`src/rtl/rcpd_pkg.sv`:
```
// types and constants of the rc pwm channel decoder
// no dependencies
package rcpd_pkg;

   localparam int CFG_BITS    = 12;
   localparam int CH_FIELD    = 3;
   localparam int TS_BITS     = 32;
   localparam int IDX_BITS    = 3;

   localparam logic [CFG_BITS-1:0] MIN_WIDTH_RST  = 12'd900;
   localparam logic [CFG_BITS-1:0] MAX_WIDTH_RST  = 12'd2100;
   localparam logic [CFG_BITS-1:0] ALT_THRESH_RST = 12'd1300;
   localparam logic [CFG_BITS-1:0] LOIT_THRESH_RST = 12'd1700;
   localparam logic [CFG_BITS-1:0] LAND_THRESH_RST = 12'd1500;
   localparam logic [CFG_BITS-1:0] LOCK_THRESH_RST = 12'd1500;

   typedef enum logic {
      OP_CAPTURE  = 1'b0,
      OP_OVERFLOW = 1'b1
   } op_type;

   typedef enum logic [IDX_BITS-1:0] {
      REG_MIN_WIDTH   = 3'd0,
      REG_MAX_WIDTH   = 3'd1,
      REG_ALT_THRESH  = 3'd2,
      REG_LOIT_THRESH = 3'd3,
      REG_LAND_THRESH = 3'd4,
      REG_LOCK_THRESH = 3'd5
   } reg_index_type;

   typedef enum logic [2:0] {
      MODE_STABILIZE = 3'd0,
      MODE_ALTITUDE  = 3'd1,
      MODE_LOITER    = 3'd2,
      MODE_LANDING   = 3'd3,
      MODE_LOCKED    = 3'd4
   } flight_mode_type;

   typedef struct packed {
      logic [CFG_BITS-1:0] min_width;
      logic [CFG_BITS-1:0] max_width;
      logic [CFG_BITS-1:0] altitude_threshold;
      logic [CFG_BITS-1:0] loiter_threshold;
      logic [CFG_BITS-1:0] land_threshold;
      logic [CFG_BITS-1:0] lock_threshold;
   } cfg_type;

endpackage

```
`src/rtl/rcpd_interfaces.sv`:
```
// valid/ready channel interfaces of the rc pwm channel decoder
// depends on rcpd_pkg
interface rcpd_req_if import rcpd_pkg::*; ();
   logic                valid;
   logic                ready;
   logic                operation;
   logic [CH_FIELD-1:0] channel;
   logic                timer_group;
   logic [TS_BITS-1:0]  timestamp;

   modport source (output valid, operation, channel, timer_group, timestamp, input ready);
   modport sink (input valid, operation, channel, timer_group, timestamp, output ready);
endinterface

interface rcpd_rsp_if import rcpd_pkg::*; ();
   logic                valid;
   logic                ready;
   logic [CH_FIELD-1:0] out_channel;
   logic [CFG_BITS-1:0] width;
   logic                width_updated;
   logic [2:0]          flight_mode;

   modport source (output valid, out_channel, width, width_updated, flight_mode, input ready);
   modport sink (input valid, out_channel, width, width_updated, flight_mode, output ready);
endinterface

interface rcpd_csr_if import rcpd_pkg::*; ();
   logic                valid;
   logic                ready;
   logic [IDX_BITS-1:0] index;
   logic [CFG_BITS-1:0] data;

   modport source (output valid, index, data, input ready);
   modport sink (input valid, index, data, output ready);
endinterface

```
`src/rtl/rcpd_mode_decode.sv`:
```
// flight mode decode from the lock, land and mode channel widths
// depends on rcpd_pkg
module rcpd_mode_decode import rcpd_pkg::*; (
   input  cfg_type             cfg,
   input  logic [CFG_BITS-1:0] lock_width,
   input  logic [CFG_BITS-1:0] land_width,
   input  logic [CFG_BITS-1:0] mode_width,
   output flight_mode_type     flight_mode
);

   always_comb begin
      priority if (lock_width < cfg.lock_threshold) begin
         flight_mode = MODE_LOCKED;
      end else if (land_width > cfg.land_threshold) begin
         flight_mode = MODE_LANDING;
      end else if (mode_width < cfg.altitude_threshold) begin
         flight_mode = MODE_STABILIZE;
      end else if (mode_width < cfg.loiter_threshold) begin
         flight_mode = MODE_ALTITUDE;
      end else begin
         flight_mode = MODE_LOITER;
      end
   end

endmodule

```
`src/rtl/rc_pwm_channel_decoder_unit.sv`:
```
// rc pwm channel decoder: per-channel pulse width capture and flight mode
// depends on rcpd_pkg, rcpd_interfaces, rcpd_mode_decode
//
//  channel  dir  handshake     payload
//  req      in   valid/ready   operation, channel, timer_group, timestamp
//  rsp      out  valid/ready   out_channel, width, width_updated, flight_mode
//  csr      in   valid/ready   index, data (always ready)
//
// one request per cycle while the response is not stalled
// two stages: request register, then the channel read-modify-write into the response register
// flight_mode is decoded from the stored widths that the pending response left
// synchronous reset restores the register defaults and clears all channel state
// a stalled response holds the second stage; the request register still takes one more request
module rc_pwm_channel_decoder_unit import rcpd_pkg::*; #(
   parameter int CHANNELS          = 7,
   parameter int GROUP0_CHANNELS   = 4,
   parameter int GROUP0_TIMER_BITS = 16,
   parameter int GROUP1_TIMER_BITS = 32,
   parameter int OVERFLOW_BITS     = 4
) (
   input  logic       clock,
   input  logic       reset,
   rcpd_req_if.sink   req_chan,
   rcpd_rsp_if.source rsp_chan,
   rcpd_csr_if.sink   csr_chan
);

   localparam int CH_BITS = $clog2(CHANNELS);
   localparam logic [TS_BITS-1:0] G0_MASK = TS_BITS'((64'd1 << GROUP0_TIMER_BITS) - 64'd1);
   localparam logic [TS_BITS-1:0] G1_MASK = TS_BITS'((64'd1 << GROUP1_TIMER_BITS) - 64'd1);
   localparam logic [OVERFLOW_BITS-1:0] SAT = '1;

   cfg_type cfg_ff;

   logic                in_valid_ff, in_valid_in;
   logic                in_op_ff;
   logic [CH_FIELD-1:0] in_ch_ff;
   logic                in_grp_ff;
   logic [TS_BITS-1:0]  in_ts_ff;

   logic                rsp_valid_ff, rsp_valid_in;
   logic [CH_FIELD-1:0] rsp_ch_ff, rsp_ch_in;
   logic [CFG_BITS-1:0] rsp_width_ff, rsp_width_in;
   logic                rsp_upd_ff, rsp_upd_in;

   logic                     level_ff [CHANNELS];
   logic                     level_in [CHANNELS];
   logic [TS_BITS-1:0]       rise_ff  [CHANNELS];
   logic [TS_BITS-1:0]       rise_in  [CHANNELS];
   logic [OVERFLOW_BITS-1:0] cnt_ff   [CHANNELS];
   logic [OVERFLOW_BITS-1:0] cnt_in   [CHANNELS];
   logic [CFG_BITS-1:0]      acc_ff   [CHANNELS];
   logic [CFG_BITS-1:0]      acc_in   [CHANNELS];

   logic                accept, advance;
   logic                ch_ok, is_g0, is_capture, in_range, upd;
   logic [CH_BITS-1:0]  idx;
   logic [63:0]         cnt_wide;
   logic [TS_BITS-1:0]  t_masked, ovf_term, pulse;
   logic [CFG_BITS-1:0] lock_w, land_w, mode_w;
   flight_mode_type     mode;

   assign advance        = in_valid_ff && (!rsp_valid_ff || rsp_chan.ready);
   assign req_chan.ready = !in_valid_ff || advance;
   assign accept         = req_chan.valid && req_chan.ready;
   assign csr_chan.ready = 1'b1;

   assign in_valid_in  = accept || (in_valid_ff && !advance);
   assign rsp_valid_in = advance || (rsp_valid_ff && !rsp_chan.ready);

   always_ff @(posedge clock) begin
      if (reset) begin
         in_valid_ff  <= 1'b0;
         rsp_valid_ff <= 1'b0;
      end else begin
         in_valid_ff  <= in_valid_in;
         rsp_valid_ff <= rsp_valid_in;
      end
      if (accept) begin
         in_op_ff  <= req_chan.operation;
         in_ch_ff  <= req_chan.channel;
         in_grp_ff <= req_chan.timer_group;
         in_ts_ff  <= req_chan.timestamp;
      end
      if (advance) begin
         rsp_ch_ff    <= rsp_ch_in;
         rsp_width_ff <= rsp_width_in;
         rsp_upd_ff   <= rsp_upd_in;
      end
   end

   // register file
   always_ff @(posedge clock) begin
      if (reset) begin
         cfg_ff.min_width          <= MIN_WIDTH_RST;
         cfg_ff.max_width          <= MAX_WIDTH_RST;
         cfg_ff.altitude_threshold <= ALT_THRESH_RST;
         cfg_ff.loiter_threshold   <= LOIT_THRESH_RST;
         cfg_ff.land_threshold     <= LAND_THRESH_RST;
         cfg_ff.lock_threshold     <= LOCK_THRESH_RST;
      end else if (csr_chan.valid) begin
         unique case (csr_chan.index)
            REG_MIN_WIDTH:   cfg_ff.min_width          <= csr_chan.data;
            REG_MAX_WIDTH:   cfg_ff.max_width          <= csr_chan.data;
            REG_ALT_THRESH:  cfg_ff.altitude_threshold <= csr_chan.data;
            REG_LOIT_THRESH: cfg_ff.loiter_threshold   <= csr_chan.data;
            REG_LAND_THRESH: cfg_ff.land_threshold     <= csr_chan.data;
            REG_LOCK_THRESH: cfg_ff.lock_threshold     <= csr_chan.data;
            default: begin
            end
         endcase
      end
   end

   // channel read and pulse width
   assign is_capture = (in_op_ff == OP_CAPTURE);
   assign ch_ok      = 32'(in_ch_ff) < CHANNELS;
   assign is_g0      = 32'(in_ch_ff) < GROUP0_CHANNELS;
   assign idx        = CH_BITS'(in_ch_ff);
   assign cnt_wide   = 64'(cnt_ff[idx]);
   assign t_masked   = in_ts_ff & (is_g0 ? G0_MASK : G1_MASK);
   assign ovf_term   = is_g0 ? TS_BITS'(cnt_wide << GROUP0_TIMER_BITS)
                             : TS_BITS'(cnt_wide << GROUP1_TIMER_BITS);
   assign pulse      = t_masked + ovf_term - rise_ff[idx];
   assign in_range   = (pulse >= TS_BITS'(cfg_ff.min_width))
                    && (pulse <= TS_BITS'(cfg_ff.max_width));
   assign upd        = is_capture && ch_ok && level_ff[idx] && in_range;

   always_comb begin
      for (int i = 0; i < CHANNELS; i++) begin
         level_in[i] = level_ff[i];
         rise_in[i]  = rise_ff[i];
         cnt_in[i]   = cnt_ff[i];
         acc_in[i]   = acc_ff[i];
      end
      if (!is_capture) begin
         for (int i = 0; i < CHANNELS; i++) begin
            if (((in_grp_ff == 1'b0) == (i < GROUP0_CHANNELS)) && (cnt_ff[i] != SAT)) begin
               cnt_in[i] = cnt_ff[i] + 1'b1;
            end
         end
      end else if (ch_ok) begin
         level_in[idx] = !level_ff[idx];
         if (level_ff[idx]) begin
            if (in_range) begin
               acc_in[idx] = pulse[CFG_BITS-1:0];
            end
         end else begin
            rise_in[idx] = t_masked;
            cnt_in[idx]  = '0;
         end
      end
   end

   always_ff @(posedge clock) begin
      if (reset) begin
         for (int i = 0; i < CHANNELS; i++) begin
            level_ff[i] <= 1'b0;
            rise_ff[i]  <= '0;
            cnt_ff[i]   <= '0;
            acc_ff[i]   <= '0;
         end
      end else if (advance) begin
         for (int i = 0; i < CHANNELS; i++) begin
            level_ff[i] <= level_in[i];
            rise_ff[i]  <= rise_in[i];
            cnt_ff[i]   <= cnt_in[i];
            acc_ff[i]   <= acc_in[i];
         end
      end
   end

   // response fields
   always_comb begin
      rsp_ch_in    = is_capture ? in_ch_ff : '0;
      rsp_upd_in   = upd;
      rsp_width_in = '0;
      if (is_capture && ch_ok) begin
         rsp_width_in = upd ? pulse[CFG_BITS-1:0] : acc_ff[idx];
      end
   end

   // lock, land and mode channels follow the first group
   if (GROUP0_CHANNELS < CHANNELS) begin : g_lock
      assign lock_w = acc_ff[GROUP0_CHANNELS];
   end else begin : g_no_lock
      assign lock_w = '0;
   end
   if (GROUP0_CHANNELS + 1 < CHANNELS) begin : g_land
      assign land_w = acc_ff[GROUP0_CHANNELS + 1];
   end else begin : g_no_land
      assign land_w = '0;
   end
   if (GROUP0_CHANNELS + 2 < CHANNELS) begin : g_mode
      assign mode_w = acc_ff[GROUP0_CHANNELS + 2];
   end else begin : g_no_mode
      assign mode_w = '0;
   end

   rcpd_mode_decode u_mode (
      .cfg         (cfg_ff),
      .lock_width  (lock_w),
      .land_width  (land_w),
      .mode_width  (mode_w),
      .flight_mode (mode)
   );

   assign rsp_chan.valid         = rsp_valid_ff;
   assign rsp_chan.out_channel   = rsp_ch_ff;
   assign rsp_chan.width         = rsp_width_ff;
   assign rsp_chan.width_updated = rsp_upd_ff;
   assign rsp_chan.flight_mode   = mode;

endmodule

```
`src/flat_wrapper.sv`:
```
// flat-port wrapper written by rule: the top's interface ports become plain ports
module rc_pwm_channel_decoder_unit_flat import rcpd_pkg::*;
#(
   parameter int CHANNELS          = 7,
   parameter int GROUP0_CHANNELS   = 4,
   parameter int GROUP0_TIMER_BITS = 16,
   parameter int GROUP1_TIMER_BITS = 32,
   parameter int OVERFLOW_BITS     = 4
)
  (clock, reset, req_chan_valid, req_chan_operation, req_chan_channel, req_chan_timer_group, req_chan_timestamp, req_chan_ready, rsp_chan_valid, rsp_chan_out_channel, rsp_chan_width, rsp_chan_width_updated, rsp_chan_flight_mode, rsp_chan_ready, csr_chan_valid, csr_chan_index, csr_chan_data, csr_chan_ready);
  rcpd_req_if req_chan_i ();
  rcpd_rsp_if rsp_chan_i ();
  rcpd_csr_if csr_chan_i ();
  input  logic clock;
  input  logic reset;
  input wire logic [$bits(req_chan_i.valid)-1:0] req_chan_valid;
  input wire logic [$bits(req_chan_i.operation)-1:0] req_chan_operation;
  input wire logic [$bits(req_chan_i.channel)-1:0] req_chan_channel;
  input wire logic [$bits(req_chan_i.timer_group)-1:0] req_chan_timer_group;
  input wire logic [$bits(req_chan_i.timestamp)-1:0] req_chan_timestamp;
  output wire logic [$bits(req_chan_i.ready)-1:0] req_chan_ready;
  output wire logic [$bits(rsp_chan_i.valid)-1:0] rsp_chan_valid;
  output wire logic [$bits(rsp_chan_i.out_channel)-1:0] rsp_chan_out_channel;
  output wire logic [$bits(rsp_chan_i.width)-1:0] rsp_chan_width;
  output wire logic [$bits(rsp_chan_i.width_updated)-1:0] rsp_chan_width_updated;
  output wire logic [$bits(rsp_chan_i.flight_mode)-1:0] rsp_chan_flight_mode;
  input wire logic [$bits(rsp_chan_i.ready)-1:0] rsp_chan_ready;
  input wire logic [$bits(csr_chan_i.valid)-1:0] csr_chan_valid;
  input wire logic [$bits(csr_chan_i.index)-1:0] csr_chan_index;
  input wire logic [$bits(csr_chan_i.data)-1:0] csr_chan_data;
  output wire logic [$bits(csr_chan_i.ready)-1:0] csr_chan_ready;
  assign req_chan_i.valid = req_chan_valid;
  assign req_chan_i.operation = req_chan_operation;
  assign req_chan_i.channel = req_chan_channel;
  assign req_chan_i.timer_group = req_chan_timer_group;
  assign req_chan_i.timestamp = req_chan_timestamp;
  assign req_chan_ready = req_chan_i.ready;
  assign rsp_chan_valid = rsp_chan_i.valid;
  assign rsp_chan_out_channel = rsp_chan_i.out_channel;
  assign rsp_chan_width = rsp_chan_i.width;
  assign rsp_chan_width_updated = rsp_chan_i.width_updated;
  assign rsp_chan_flight_mode = rsp_chan_i.flight_mode;
  assign rsp_chan_i.ready = rsp_chan_ready;
  assign csr_chan_i.valid = csr_chan_valid;
  assign csr_chan_i.index = csr_chan_index;
  assign csr_chan_i.data = csr_chan_data;
  assign csr_chan_ready = csr_chan_i.ready;
  rc_pwm_channel_decoder_unit #(.CHANNELS(CHANNELS), .GROUP0_CHANNELS(GROUP0_CHANNELS), .GROUP0_TIMER_BITS(GROUP0_TIMER_BITS), .GROUP1_TIMER_BITS(GROUP1_TIMER_BITS), .OVERFLOW_BITS(OVERFLOW_BITS)) u_core (.clock(clock), .reset(reset), .req_chan(req_chan_i), .rsp_chan(rsp_chan_i), .csr_chan(csr_chan_i));
endmodule
```
`config.mk`:
```
export PLATFORM = sky130hd
export DESIGN_NAME = rc_pwm_channel_decoder_unit_flat
export DESIGN_NICKNAME = d
export VERILOG_FILES = /design/src/rtl/rcpd_pkg.sv /design/src/rtl/rcpd_interfaces.sv /design/src/rtl/rcpd_mode_decode.sv /design/src/rtl/rc_pwm_channel_decoder_unit.sv /design/src/flat_wrapper.sv
export SDC_FILE = /design/constraint.sdc
export NUM_CORES = 1
export LEC_CHECK = 0
export BUFFER_PORTS_ARGS = -buffer_cell sky130_fd_sc_hd__buf_2
export CAP_MARGIN = 15
export CORE_MARGIN = 3
export CORE_UTILIZATION = 55
export CTS_BUF_LIST = sky130_fd_sc_hd__clkbuf_8
export DETAILED_ROUTE_END_ITERATION = 7
export PLACE_DENSITY_LB_ADDON = 0.1
export SKIP_LAST_GASP = 1
export SYNTH_ARGS = -nofsm -noshare
export SYNTH_HDL_FRONTEND = slang
export SYNTH_SLANG_ARGS = --single-unit
export TNS_END_PERCENT = 30
```
`constraint.sdc`:
```
create_clock -name clock -period 8.1 [get_ports clock]
set_clock_uncertainty 0.15 [all_clocks]
set_input_delay 0.81 -clock clock [delete_from_list [all_inputs] [get_ports clock]]
set_output_delay 0.81 -clock clock [all_outputs]
set_load 0.02 [all_outputs]
```
* After elaboration in Yosys (flattened, before gate mapping) *
Memories as Yosys holds them, arrays and structs flattened. A register that Yosys moved wholly into a read port is not among the register bits.
Index checks and enable logic that the tools add are counted.

word-level totals
  register bits after elaboration = 127
  memory bits (writable) = 343
  bits of input ports = 57
  memories = 4

memories
  memory           depth  bits a word  read ports  clocked after Yosys merged registers in  wr ports  line                               source
  u_core.rise_ff   7      32           8           1                                        7         rc_pwm_channel_decoder_unit.sv:48  logic [TS_BITS-1:0] rise_ff [CHANNELS];
  u_core.acc_ff    7      12           8           1                                        7         rc_pwm_channel_decoder_unit.sv:52  logic [CFG_BITS-1:0] acc_ff [CHANNELS];
  u_core.cnt_ff    7      4            8           1                                        7         rc_pwm_channel_decoder_unit.sv:50  logic [OVERFLOW_BITS-1:0] cnt_ff [CHANNELS];
  u_core.level_ff  7      1            8           1                                        7         rc_pwm_channel_decoder_unit.sv:46  logic level_ff [CHANNELS];

cells by class
  $add $sub $neg = 9
  $lt $le $gt $ge = 10
  equality and inequality tests = 12
  multiplexer cells = 74
  bitwise logic cells = 34
  reductions and logical operators = 32

operator list
  operator                                       count
  two-way mux 224 bit                            3
  two-way mux 84 bit                             4
  two-way mux 32 bit                             9
  bitwise mux 224 bit                            1
  two-way mux 12 bit                             9
  demux 32 bit (select 3 bit)                    1
  bitwise mux 84 bit                             1
  two-way mux 28 bit                             3
  two-way mux 4 bit                              15
  demux 12 bit (select 3 bit)                    1
  less-than comparator 12 bit                    3
  adder 32 bit                                   1
  AND 32 bit                                     1
  >= comparator 32 x 12 -> 1 bit                 1
  less-or-equal comparator 32 x 12 -> 1 bit      1
  subtractor 32 bit                              1
  adder 4 x 1 -> 4 bit (second input constant)   7
  AND 28 bit                                     1
  inequality test 4 bit (second input constant)  7
  NOT 28 bit                                     1
  bitwise OR 1 bit                               28
  two-way mux 20 bit                             1
  logical AND 1 bit                              16
  two-way mux 3 bit                              5
  other kinds (19)                               50

* Logic depth before layout (Yosys ltp) *
Gate-level depths: netlist of run 1.

  depth after elaboration = 12
  gate-level depth with buffers = 30
  depth with buffers taken out = 25

* Hierarchy *
Synthesis of run 1 repeated with hierarchy kept, for this count alone.

unflattened totals
  cell total of the unflattened synthesis = 2716
  area total of the unflattened synthesis = 26532.9 um2

modules (own cells, without submodules)
  module                       instances  cells each  area an instance (um2)
  rc_pwm_channel_decoder_unit  1          2557        25364.3
  rcpd_mode_decode             1          159         1168.6

* Least setup slack after synthesis of run 1 *
Ideal clock, no wire load.

  path kind = flip-flop to flip-flop
  start point = register with a tool-made name
  end point = memory u_core.acc_ff[0][0], enable pin
  library setup time = 422 ps
  arrival = 7958 ps
  required time = 7528 ps
  path slack = -430 ps
  stages on the path, launching flop included = 31
  path buffers = 6
  clock period less this slack = 8530 ps
  path through = dfxtp_1 -> clkbuf_1 -> clkbuf_1 -> clkbuf_1 -> buf_1 -> mux2i_1 -> o21ai_0 -> mux2i_1 -> ha_1 -> ha_1 -> inv_1 -> fa_1 -> nand2b_1 -> a21oi_1 -> nor2_1 -> o21ai_0 -> a21o_1 -> a21oi_1 -> xnor2_1 -> ha_1 -> nand2_1 -> nor2_1 -> a211oi_1 -> o2111ai_1 -> a211oi_1 -> nand3b_1 -> nor4_1 -> o2111a_1 -> buf_6 -> buf_12 -> o21a_1

RTL lines
  item       line
  to (decl)  rc_pwm_channel_decoder_unit.sv:52

==> results.cfg, run 1 <==
[route]
vias = 21600
antenna_left = 0
drtPass1Iterations = 6
drt_iter0_markers = 2199
wirelength_um = 78200
drt-wirelength-per-cell_um = 22.3
drc_errors = 0
vias_per_cell = 6.14

[clock_tree]
ctsResizeCount = 0
ctsLongestPathBuffers = 3
clkSlewWorstSetupHoldPaths_ns = 0.06
clkLatencyLatePin_ns = 0.66
cts_root_buf = clkbuf_8
htreeDepth = 3
cts_hold_buf = 0
post_cts_buffers = 0
cts_sinks = 473
cts_buffers = 82
cts_tree = done

[synth]
syn_nets = 2976
netlist_top_cells_area = edfxtp_1 (44%), nand2_1 (10%), a21oi_1 (6.6%), ha_1 (6.2%), dfxtp_1 (5.7%)
syn_inst = 2781
synth_area_sq_um = 27000
synth_flop_cell = edfxtp_1
synthDominantCellAreaShare_pct = 44.0
ys_ff_latch = 473
synthArstFlopShare_pct = 0
yosysUniqueCellTypes = 68
avgSynthCellArea_sq_um = 9.72
synth-edff-count = 396
yosysWarnings = 0
yosys.area.top_type = edfxtp_1
synth-seq-area-share_pct = 49.7

[placed_design]
gp_congestion = 0.899
post-place-ws_ns = 1.18
dp_hpwl_um = 49600
portBuffers = 77
dpl_cell_area_sq_um = 27900
post-place-cells = 3366

[sta]
setup_ws_ns = 1.04
hold_viol_final = 0
tightest_slew_ns = 1.09
setup_viol = 0
max_slew_margin_pct = 27.3
fin_setup_tns_ns = 0
fin_crit_sh_pct = 87.2
rsz0062_at_grt = no
slew_violations = 0
fmax_ghz = 0.142
min_period_ns = 7.06

[grt]
grt_max_degree = 90
first_global_vias = 20800
grt_use_met3_pct = 5.18
use_met2_pct = 46.2
grt_pass1_wl_um = 123000
busiest_layer = met2
grt_overflow = 0
grt_use_met1_pct = 43.4
antenna_found_initial = 1
track_usage_pct = 29.8

[worst_setup_path]
setup.worst_path.end_class = flop
crit_arrival_ns = 7.23
path_buf_inv = 3
cp_top_family = compound AO/OA/AOI/OAI gates
critPathLaunchType = flop
worstPathMaxFanout = 72
crit_top_cell = ha_1
slowest_delay_ns = 0.81
crit_type = flop to flop
crit_required_ns = 8.26
crit_chain = buf_12 -> mux4_2 -> mux2i_1 -> ha_1 -> ha_1 -> nand2_1 -> o21ai_0 -> a41oi_1 -> xnor2_1 -> ha_1 -> nand2_1 -> nor2_1 -> a211oi_1 -> o2111ai_1 -> a211oi_1 -> nand3b_1 -> nor4_1 -> o2111a_1 -> buf_4 -> o21a_2 -> buf_12
crit_path_top_delay_cell = xnor2_1

[cells_and_area]
fin_area_sq_um = 29500
multiInputGateArea_sq_um = 12600
layout_common_cells = nand2_1 (722), edfxtp_1 (396), a21oi_1 (356), ha_1 (133), nor2_1 (126)
area_delta_synth_final_pct = 8.93
stdcell_count = 3513
fillers = 4095
nNetsFinal = 2990
mostFrequentLayoutCell = nand2_1
seq_area_sq_um = 13400
drive_above_1_share_pct = 11.1

[floorplanning]
rows = 80
start_util_pct = 56.2
dieArea_sq_um = 51900
dieWidth_um = 228
core_sq_um = 48100
io_pins = 79
die_y_um = 228

[power_and_ir_drop]
vdd_drop_max_v = 0.000175
power_density_nw_per_um2 = 229
power_leakage_nw = 11.8

[run_status]
status = finished clean

[min_path]
hold_path_class = primary input to flop

[job]
cap_violations = 0
-- cell type report --
class / count / share of cell area, %
flip-flops and latches: 473 / 45.6
multi-input cells: 2025 / 42.7
clock buffers: 89 / 4.16
well taps: 656 / 2.79
repair buffers: 120 / 2.58
inverters: 93 / 1.19
clock inverters: 56 / 0.952
diodes: 1 / 0.00850
-- flip-flops by register name, summed over array words and instances (netlist names), named ones only --
register / cells
u_core.rsp_chan.valid: 1
u_core.idx: 3
u_core.cnt_ff: 28
u_core.rsp_chan.out_channel: 3
u_core.cfg_ff: 72
u_core.rise_ff: 224
u_core.level_ff: 7
u_core.rsp_chan.width_updated: 1
u_core.acc_ff: 84
u_core.in_valid_ff: 1
u_core.in_ts_ff: 32
u_core.rsp_chan.width: 12
u_core.in_grp_ff: 1
u_core.in_op_ff: 1
-- per-stage QoR --
| stage | hold WS, ns | total power (W) | utilization (%) |
|---|---|---|---|
| 6_report | 0.174 | 0.00675 | 61.2 |
| 5_1_grt | 0.128 | 0.00709 | 61.2 |
| 4_1_cts | 0.120 | 0.00677 | 61.2 |
| 3_5_place_dp | 0.297 | 0.00470 | 58.0 |
| 3_3_place_gp | 0.294 | 0.00467 | 58.0 |
| 2_1_floorplan | 0.286 | 0.00413 | - |
-- path summary, 6_finish.rpt --
check | start | to | slack [ns] | depth (start not counted)
min | req_chan_timestamp[12] | u_core.in_ts_ff[12] | 0.17 | 1
min reg2reg | u_core.cfg_ff[41] | u_core.cfg_ff[41] | 0.30 | 2
max | flop | u_core.acc_ff[2][0] | 1.04 | 21
max reg2reg | flop | u_core.acc_ff[2][0] | 1.04 | 21
-- where the power goes --
part           internal (W)  switching [W]  leakage (nW)
logic              0.000614        0.00112          6.20
clock network       0.00107       0.000994         0.863
registers           0.00282       0.000136          4.70
total               0.00451        0.00225          11.8
-- routing by layer --
layer | up-vias | share of wire (%)
met3 | 135 | 8.4
met4 | 0 | 2.2
met2 | 909 | 46
met1 | 10600 | 44
li1 | 9950 | -
met5 | - | 0
-- cells in the mapped netlist, drive strengths merged (23+ instances only) --
master / number
nand4: 23
a211oi: 24
a21oi: 356
buf: 26
o211ai: 33
nand2: 725
edfxtp: 396
nor2: 128
and3: 66
clkbuf: 164
o21ai: 68
mux2i: 96
ha: 133
mux4: 49
inv: 93
dfxtp: 77
a21o: 30
-- kinds of logic after synthesis --
family	synth area share (%)
multiplexers	8.18
buffers and inverters	4.09
XOR/XNOR	0.874
AO/OA/AOI/OAI	13.1
adder cells (fa/ha/maj)	6.52
other	0.0139
AND/OR/NAND/NOR	17.6
flip-flops	49.7
Power figures use the tool's default switching activity.
==> run 2, diff against run 1 <==
--- a/config.mk
+++ b/config.mk
@@ -5,13 +5,15 @@
 export SDC_FILE = /design/constraint.sdc
 export NUM_CORES = 1
 export LEC_CHECK = 0
+export ABC_AREA = 0
 export BUFFER_PORTS_ARGS = -buffer_cell sky130_fd_sc_hd__buf_2
-export CAP_MARGIN = 15
+export CAP_MARGIN = 20
 export CORE_MARGIN = 3
 export CORE_UTILIZATION = 55
 export CTS_BUF_LIST = sky130_fd_sc_hd__clkbuf_8
 export DETAILED_ROUTE_END_ITERATION = 7
 export PLACE_DENSITY_LB_ADDON = 0.1
+export RECOVER_POWER = 50
 export SKIP_LAST_GASP = 1
 export SYNTH_ARGS = -nofsm -noshare
 export SYNTH_HDL_FRONTEND = slang
==> run 2 against run 1 <==
The run now ends with max-capacitance violations, max-slew violations left. Combinational power barely moved. Clock power hardly changed. Fmax up 0.86%. Setup slack improved by 0.060 ns. Final cell count decreased by 0.23%. Flip-flop and latch count unchanged. Power grew 0.43%. Critical path type unchanged. Critical endpoint is now u_core.acc_ff[2][6].
==> results.cfg, run 2 (synthesized netlist as in run 1, its figures left out) <==
[floorplanning]
dieArea_sq_um = 51900
rows = 80
dieWidth_um = 228
die_y_um = 228
start_util_pct = 56.2
io_pins = 79
core_sq_um = 48100

[worst_setup_path]
slowest_delay_ns = 0.82
crit_arrival_ns = 7.17
critPathLaunchType = flop
crit_path_top_delay_cell = xnor2_1
cp_top_family = compound AO/OA/AOI/OAI gates
worstPathMaxFanout = 72
crit_required_ns = 8.27
crit_top_cell = ha_1
path_buf_inv = 3
crit_type = flop to flop
r2r_slack_ns = 1.10
setup.worst_path.end_class = flop
crit_chain = buf_12 -> mux4_2 -> mux2i_1 -> ha_1 -> ha_1 -> nand2_1 -> o21ai_0 -> a41oi_1 -> xnor2_1 -> ha_1 -> nand2_1 -> nor2_1 -> a211oi_1 -> o2111ai_1 -> a211oi_1 -> nand3b_1 -> nor4_1 -> o2111a_1 -> buf_4 -> o21a_2 -> buf_12

[grt]
grt_pass1_wl_um = 122000
antenna_found_initial = 2
grt_max_degree = 90
track_usage_pct = 29.8
first_global_vias = 21000
grt_overflow = 0

[cells_and_area]
reg_top3 = u_core.rise_ff: 224 flops, u_core.acc_ff: 84 flops, u_core.cfg_ff: 72 flops
multiInputGateArea_sq_um = 12600
largest_register_ffs = 224
fillers = 4132
diodes = 0
drive_above_1_share_pct = 10.1
layout_common_cells = nand2_1 (722), edfxtp_1 (396), a21oi_1 (356), ha_1 (133), nor2_1 (126)
stdcell_count = 3505
area_delta_synth_final_pct = 8.73
mostFrequentLayoutCell = nand2_1
largest-register = u_core.rise_ff
nNetsFinal = 2989
seq_area_sq_um = 13400

[clock_tree]
post_cts_buffers = 0
cts_hold_buf = 0
ctsResizeCount = 0
cts_buffers = 81
htreeDepth = 3
cts_sinks = 473
cts_root_buf = clkbuf_8
ctsLongestPathBuffers = 3
clkLatencyLatePin_ns = 0.67
clkSlewWorstSetupHoldPaths_ns = 0.06
cts_tree = done

[sta]
slew_violations = 361
max_slew_margin_pct = -179
min_period_ns = 7.00
setup_viol = 0
rsz0062_at_grt = no
fmax_ghz = 0.143
hold_viol_final = 0
tightest_slew_ns = 4.19
hold_slack_ns = 0.168
fin_crit_sh_pct = 86.4
fin_setup_tns_ns = 0

[power_and_ir_drop]
vdd_drop_max_v = 0.000145
power_leakage_nw = 11.7
power_density_nw_per_um2 = 231

[placed_design]
dp_hpwl_um = 49600
gp_congestion = 0.899
post-place-cells = 3367
portBuffers = 77

[route]
drtPass1Iterations = 6
antenna_left = 0
vias_per_cell = 6.17
vias = 21600
wirelength_um = 78500
drt-wirelength-per-cell_um = 22.4
drt_iter0_markers = 2010
drc_errors = 0

[run_status]
status = finished with violations
violations = max-capacitance violations, max-slew violations

[min_path]
hold_path_class = primary input to flop

[job]
cap_violations = 6
## run 2: cell count changes in the layout (fill, tap and decap cells not counted), moves of 2 or more
cell	before	now
mux2_2	13	10
clkbuf_8	89	92
mux2_1	0	3
clkinvlp_4	2	0
clkinv_1	19	13
clkbuf_1	0	30
clkinv_2	8	10
buf_4	40	31
inv_1	117	113
buf_2	76	53
## run 2: path summary, 6_finish.rpt
path,start,to,depth (start not counted)
worst min-delay path,req_chan_timestamp[17],u_core.in_ts_ff[17],1
worst max-delay path,flop,u_core.acc_ff[2][6],21
worst min register to register,u_core.cfg_ff[45],u_core.cfg_ff[45],2
worst max register to register,flop,u_core.acc_ff[2][6],21
## run 2: metal layers
layer,track usage [%],vias up,share of wire (%)
li1,-,9946,-
met4,9.37,2,2.8
met1,42.4,10500,43
met5,0,-,0.0089
met3,6.14,181,8.4
met2,46.3,972,45
## run 2: area by class of cell
type | instances | share of cell area, %
clock buffer | 92 | 4.31
timing repair buffer | 120 | 2.40
inverter | 93 | 1.19
clock inverter | 46 | 0.826
tap | 656 | 2.79
multi-input combinational | 2025 | 42.8
sequential | 473 | 45.7
## run 2: metrics by stage
| step | power [W] | area, sq um | utilization, % | setup WS, ns |
|---|---|---|---|---|
| 3_3_place_gp | 0.00467 | 27900 | 58.0 | 1.36 |
| 2_1_floorplan | 0.00413 | 27000 | - | 0.177 |
| 4_1_cts | 0.00679 | 29500 | 61.2 | 1.15 |
| 3_5_place_dp | 0.00470 | 28000 | 58.1 | 1.20 |
| 6_report | 0.00678 | 29400 | 61.1 | 1.10 |
| 5_1_grt | 0.00711 | 29400 | 61.1 | 0.588 |
## run 2: power breakdown
| group | leakage, nW | switching (W) | total, W | internal (W) |
|---|---|---|---|---|
| sequential | 4.70 | 0.000137 | 0.00296 | 0.00283 |
| combinational | 6.11 | 0.00112 | 0.00173 | 0.000614 |
| clock | 0.860 | 0.000996 | 0.00209 | 0.00109 |
